--- config.mk ---
export PLATFORM = sky130hd
export DESIGN_NAME = life_rle_body_decoder_unit
export DESIGN_NICKNAME = d
export VERILOG_FILES = /design/src/hw/rtl/lrle_pkg.sv /design/src/hw/rtl/lrle_step.sv /design/src/hw/rtl/life_rle_body_decoder_unit.sv
export SDC_FILE = /design/constraint.sdc
export NUM_CORES = 1
export LEC_CHECK = 0
export BUFFER_PORTS_ARGS = -buffer_cell sky130_fd_sc_hd__buf_4
export CELL_PAD_IN_SITES_DETAIL_PLACEMENT = 2
export CELL_PAD_IN_SITES_GLOBAL_PLACEMENT = 2
export CORE_MARGIN = 2
export CORE_UTILIZATION = 36
export CTS_BUF_LIST = sky130_fd_sc_hd__clkbuf_8
export DETAILED_ROUTE_END_ITERATION = 16
export PLACE_DENSITY_LB_ADDON = 0.1
export SYNTH_ARGS = -nofsm -noshare
export SYNTH_HDL_FRONTEND = slang
export SYNTH_SLANG_ARGS = --single-unit
--- constraint.sdc ---
create_clock -name clk -period 4.94 [get_ports clk]
set_input_delay 0.988 -clock clk [delete_from_list [all_inputs] [get_ports clk]]
set_output_delay 0.988 -clock clk [all_outputs]
set_load 0.03 [all_outputs]
--- src/hw/rtl/lrle_pkg.sv ---
`timescale 1ns / 1ps

package lrle_pkg;

	localparam int COORD_BITS = 16;
	localparam int FIELD_BITS = 16;
	localparam int WIDE_BITS  = COORD_BITS + 4;

	localparam logic [7:0] CH_SPACE = 8'd32;
	localparam logic [7:0] CH_ZERO  = 8'd48;
	localparam logic [7:0] CH_NINE  = 8'd57;
	localparam logic [7:0] CH_LINE  = 8'd36;
	localparam logic [7:0] CH_LIVE  = 8'd111;
	localparam logic [7:0] CH_END   = 8'd33;

	typedef logic [COORD_BITS-1:0] coord_t;
	typedef logic [FIELD_BITS-1:0] field_t;

	typedef struct packed {
		coord_t pending;
		coord_t column;
		coord_t row;
		logic   finished;
	} dec_state_t;

	typedef struct packed {
		field_t start_column;
		field_t row_index;
		field_t live_count;
		logic   pattern_end;
	} run_rec_t;

endpackage

--- src/hw/rtl/lrle_step.sv ---
`timescale 1ns / 1ps

module lrle_step (
	input  logic [7:0]             text_byte,
	input  lrle_pkg::dec_state_t   cur,
	output lrle_pkg::dec_state_t   nxt,
	output logic                   emit,
	output lrle_pkg::run_rec_t     rec
);

	lrle_pkg::coord_t                   run;
	logic [7:0]                         digit;
	logic [lrle_pkg::WIDE_BITS-1:0]     pend_wide;
	logic [lrle_pkg::WIDE_BITS-1:0]     acc;
	logic                               is_digit;

	assign run       = (cur.pending == '0) ? lrle_pkg::coord_t'(1) : cur.pending;
	assign digit     = text_byte - lrle_pkg::CH_ZERO;
	assign pend_wide = lrle_pkg::WIDE_BITS'(cur.pending);
	assign acc       = (pend_wide << 3) + (pend_wide << 1) + lrle_pkg::WIDE_BITS'(digit);
	assign is_digit  = (text_byte >= lrle_pkg::CH_ZERO) && (text_byte <= lrle_pkg::CH_NINE);

	always_comb begin
		nxt  = cur;
		emit = 1'b0;
		rec  = '0;
		if (!cur.finished) begin
			priority if (text_byte == lrle_pkg::CH_SPACE) begin
				nxt = cur;
			end else if (is_digit) begin
				// saturate the decimal count
				if (acc[lrle_pkg::WIDE_BITS-1:lrle_pkg::COORD_BITS] != '0) begin
					nxt.pending = '1;
				end else begin
					nxt.pending = acc[lrle_pkg::COORD_BITS-1:0];
				end
			end else if (text_byte == lrle_pkg::CH_LINE) begin
				nxt.pending = '0;
				nxt.row     = cur.row + run;
				nxt.column  = '0;
			end else if (text_byte == lrle_pkg::CH_END) begin
				nxt.pending     = '0;
				nxt.column      = cur.column + run;
				nxt.finished    = 1'b1;
				emit            = 1'b1;
				rec.pattern_end = 1'b1;
			end else if (text_byte == lrle_pkg::CH_LIVE) begin
				nxt.pending      = '0;
				nxt.column       = cur.column + run;
				emit             = 1'b1;
				rec.start_column = lrle_pkg::FIELD_BITS'(cur.column);
				rec.row_index    = lrle_pkg::FIELD_BITS'(cur.row);
				rec.live_count   = lrle_pkg::FIELD_BITS'(run);
			end else begin
				nxt.pending = '0;
				nxt.column  = cur.column + run;
			end
		end
	end

endmodule

--- src/hw/rtl/life_rle_body_decoder_unit.sv ---
`timescale 1ns / 1ps

// Decodes the body of a run-length-encoded life pattern, one byte per
// transaction, and takes a new byte every clock cycle. Each 'o' yields one
// run record (start column, row, live count) in the cycle after the byte is
// accepted; '!' yields an end record and all later bytes are dropped until
// reset. Digits, spaces, '$' and dead-cell tags yield no record. The state
// registers update in the cycle a byte is accepted and the record waits in
// an output register, so input is only held off while that register is
// full and run_ready is low.
module life_rle_body_decoder_unit (
	input  logic        clk,
	input  logic        arst_n,
	input  logic        text_valid,
	output logic        text_ready,
	input  logic [7:0]  text_byte,
	output logic        run_valid,
	input  logic        run_ready,
	output logic [15:0] start_column,
	output logic [15:0] row_index,
	output logic [15:0] live_count,
	output logic        pattern_end
);

	lrle_pkg::dec_state_t state_q;
	lrle_pkg::dec_state_t state_nxt;
	lrle_pkg::run_rec_t   rec_nxt;
	lrle_pkg::run_rec_t   rec_q;
	logic                 emit;
	logic                 valid_q;
	logic                 accept;

	lrle_step u_step (
		.text_byte (text_byte),
		.cur       (state_q),
		.nxt       (state_nxt),
		.emit      (emit),
		.rec       (rec_nxt)
	);

	assign text_ready = !valid_q || run_ready;
	assign accept     = text_valid && text_ready;

	always_ff @(posedge clk or negedge arst_n) begin
		if (!arst_n) begin
			state_q <= '0;
			valid_q <= 1'b0;
		end else begin
			if (accept) begin
				state_q <= state_nxt;
			end
			if (accept && emit) begin
				valid_q <= 1'b1;
			end else if (run_ready) begin
				valid_q <= 1'b0;
			end
		end
	end

	always_ff @(posedge clk) begin
		if (accept && emit) begin
			rec_q <= rec_nxt;
		end
	end

	assign run_valid    = valid_q;
	assign start_column = rec_q.start_column;
	assign row_index    = rec_q.row_index;
	assign live_count   = rec_q.live_count;
	assign pattern_end  = rec_q.pattern_end;

endmodule
==> reports/summary.txt <==
Status - complete, no violations
Synth top area share - 0.2319
# Max-Cap Violations - 0
Setup violators final - 0
# fillers - 1,848
Die height - 136.8 um
Register area share after synthesis - 0.4290
Fin cells - 902
Met2 Use GR - 0.3739
CP max stage delay - 440 ps
DR WL/cell - 20.50 um
WL final - 18,490 um
Drc violations - 0
Ys flop type - dfrtp_1
Buffers & Inverters on Critical Path - 2
Leakage power - 0.003131 uW
CTS Buffer Depth - 2
Final HPWL from detailed placement - 13,800 um
Flops & latches, synth - 99
Met3 usage - 0.02000
CTS Buf Count - 9
Die ar. - 18,710 sq um
Core Util, Final - 0.4185
Family with the most delay on the worst path - compound AO/OA/AOI/OAI gates
Global route overflow - 0
Hold_buf cts - 0
Tcrit/Tclk final - 0.8062
Crit path arrival time - 4250 ps
Port bufs - 62
Die Span X - 136.8 um
Slowest CP cell - fa_1
Relative max-transition margin - 0.2675
HP Start - state_q[16]
WHS - 494.8 ps
CTS tree - done
Synth area leader - edfxtp_1
Initial core utilization - 0.3682
Core area - 17,240 sq um
Tot Pwr - 1403 uW
Final Hold Viols - 0
CTS clk-pin slew, worst paths - 100 ps
GRT Resource Usage Total - 0.2106
CTS H-tree lvls - 3
RePlAce Congestion - 0.7861
Syn avg cell area - 10.17 sq um
Syn Std Cell Area - 6346 sq um
First-pass iteration count of the detailed router - 5
Syn Inst Count - 624
Async set-reset flop share out of synthesis - 0.5051
ANT nets after route - 0
CP required - 5210 ps
Nets - 751
Number of flops mapped to enable cells by yosys - 49
Met1 Use GR - 0.2719
CP endpoint kind - register
Antenna Cells - 0
Clk_lat worst skew - 390 ps
Cell variety after synth - 54
First-pass GRT wire length - 30,070 um
Critical Path Start - text_byte[4]
Max Transition Viols Final - 0
Clk sinks - 99
Initial antenna violation count - 0
Worst slew pin tran - 1097 ps
Vias in the first global route - 5,454
Inst Count DP - 886
Post-CTS resize count - 0
Mapped Nets - 703
Ports - 63
Vias per Instance - 5.491
Synth top area cells - edfxtp_1, dfrtp_1, ha_1
Share of layout cells above drive strength 1 - 0.1521
Rows - 48
RSZ-0062 raised after global routing - false
FMAX - 251.1 MHz
CP Max Fanout - 16
Grt peak-use layer - met2
Area growth syn-to-layout - 13.66%
Worst Skew - 14.22 ps
Total negative setup slack - 0 ps
Root Buffer Master - clkbuf_8
CP Cell Sequence - buf_4 -> ha_1 -> xnor2_1 -> fa_1 -> ha_1 -> o211a_1 -> a211oi_1 -> a211oi_1 -> a221o_1 -> nor3b_1 -> nor4_4 -> buf_4 -> a21oi_1
Worst VDD drop - 111.2 uV
PD cells - 194.4 nW/um^2
Reg-to-Reg Start - state_q[39]
Hold Crit Class - reg -> reg
Critical path class - in -> reg
Detailed-route via count - 4,953
Startpoint Class - input port
Ys Warns - 0
Setup Buffers After CTS - 0
Initial DRC Count - 230
Min Tclk post-route - 3983 ps
Largest net degree at the start of global routing - 51
-- cells in the final DEF (no fill, tap or decap), types with 14 or more instances in the layout --
| master | netlist | final |
|---|---|---|
| a21o_1 | 14 | 14 |
| a21oi_1 | 59 | 59 |
| and2_1 | 46 | 46 |
| buf_4 | 0 | 71 |
| dfrtp_1 | 50 | 50 |
| edfxtp_1 | 49 | 49 |
| ha_1 | 59 | 59 |
| inv_1 | 21 | 21 |
| nand2_1 | 46 | 46 |
| nand3_1 | 14 | 14 |
| nor2_1 | 21 | 21 |
| o21ai_0 | 37 | 37 |
| xnor2_1 | 18 | 18 |
| xor2_1 | 16 | 16 |
-- through the flow --
stage / worst slack [ps] / area, sq um
4_1_cts: 945.9 / 7213
3_5_place_dp: 542.1 / 7038
5_1_grt: 762.2 / 7213
2_1_floorplan: 688.6 / 6351
6_report: 957.2 / 7213
3_3_place_gp: 613.1 / 7038
-- cell type report --
class / instances / area, sq um / area share
well taps: 225 / 281.5 / 0.03903
inverters: 21 / 78.83 / 0.01093
repair buffers: 71 / 533.0 / 0.07389
clock inverters: 7 / 51.30 / 0.007112
flip-flops and latches: 99 / 2723 / 0.3774
multi-input cells: 470 / 3422 / 0.4744
clock buffers: 9 / 123.9 / 0.01717
-- where the power goes --
| part | internal (uW) | leakage [uW] | switching, uW |
|---|---|---|---|
| combinational | 15.3 | 0.00201 | 28.6 |
| clock | 185 | 0.0000759 | 315 |
| sequential | 858 | 0.00105 | 0 |
| total | 1060 | 0.00313 | 344 |
-- sequential cells by signal (all words and copies together) (netlist names) --
| name | count |
|---|---|
| run_valid | 1 |
| state_q | 49 |
| start_column | 16 |
| live_count | 16 |
| row_index | 16 |
| pattern_end | 1 |
-- logic make-up (layout without fill, tap and decap cells) --
kind of cell | after synthesis | in the layout | synth area share
adders and majority gates | 67 | 67 | 0.1416
AOI/OAI and AO/OA | 182 | 182 | 0.1873
buffers and inverters | 55 | 108 | 0.03450
DFF | 99 | 99 | 0.4290
muxes | 3 | 3 | 0.006703
and+or+nand+nor | 184 | 184 | 0.1540
xor gates and xnor gates | 34 | 34 | 0.04692
-- synthesized netlist by cell type, types with 2 or more instances --
master / instances
and2_1: 46
or4_1: 2
nor3_1: 13
nor2_1: 21
a41o_1: 2
xor2_1: 16
o21a_1: 13
a21o_1: 14
nand3_1: 14
o211ai_1: 2
and3_1: 4
clkbuf_1: 29
nand2_1: 46
buf_2: 4
o31ai_1: 8
xnor2_1: 18
nand4_1: 5
dfrtp_1: 50
a2111oi_0: 2
o21ai_0: 37
a211o_1: 2
a21oi_1: 59
or3_1: 6
edfxtp_1: 49
a21oi_2: 10
o21bai_1: 3
o31a_1: 2
a32o_1: 7
nor2b_1: 2
inv_1: 21
a31oi_1: 2
nand2b_1: 9
mux2i_1: 2
o211a_1: 2
fa_1: 8
nor4_1: 10
ha_1: 59
a211oi_1: 9
-- layer usage --
metal / share of wire / wire, um
met1: 0.46 / 8532
met2: 0.50 / 9280
met3: 0.021 / 384
met5: 0 / 0
met4: 0.016 / 292
-- worst paths after layout --
| path | cells past startpoint | to | slack [ps] |
|---|---|---|---|
| worst max-delay path | 13 | state_q[33] | 960 |
| worst min-delay path | 1 | state_q[16] | 490 |
| worst max register to register | 10 | state_q[33] | 1350 |
| worst min register to register | 1 | state_q[16] | 490 |
| max in group asynchronous | 1 | state_q[5] | 3820 |
| min in group asynchronous | 1 | run_valid | 640 |
Power figures use the tool's default switching activity.
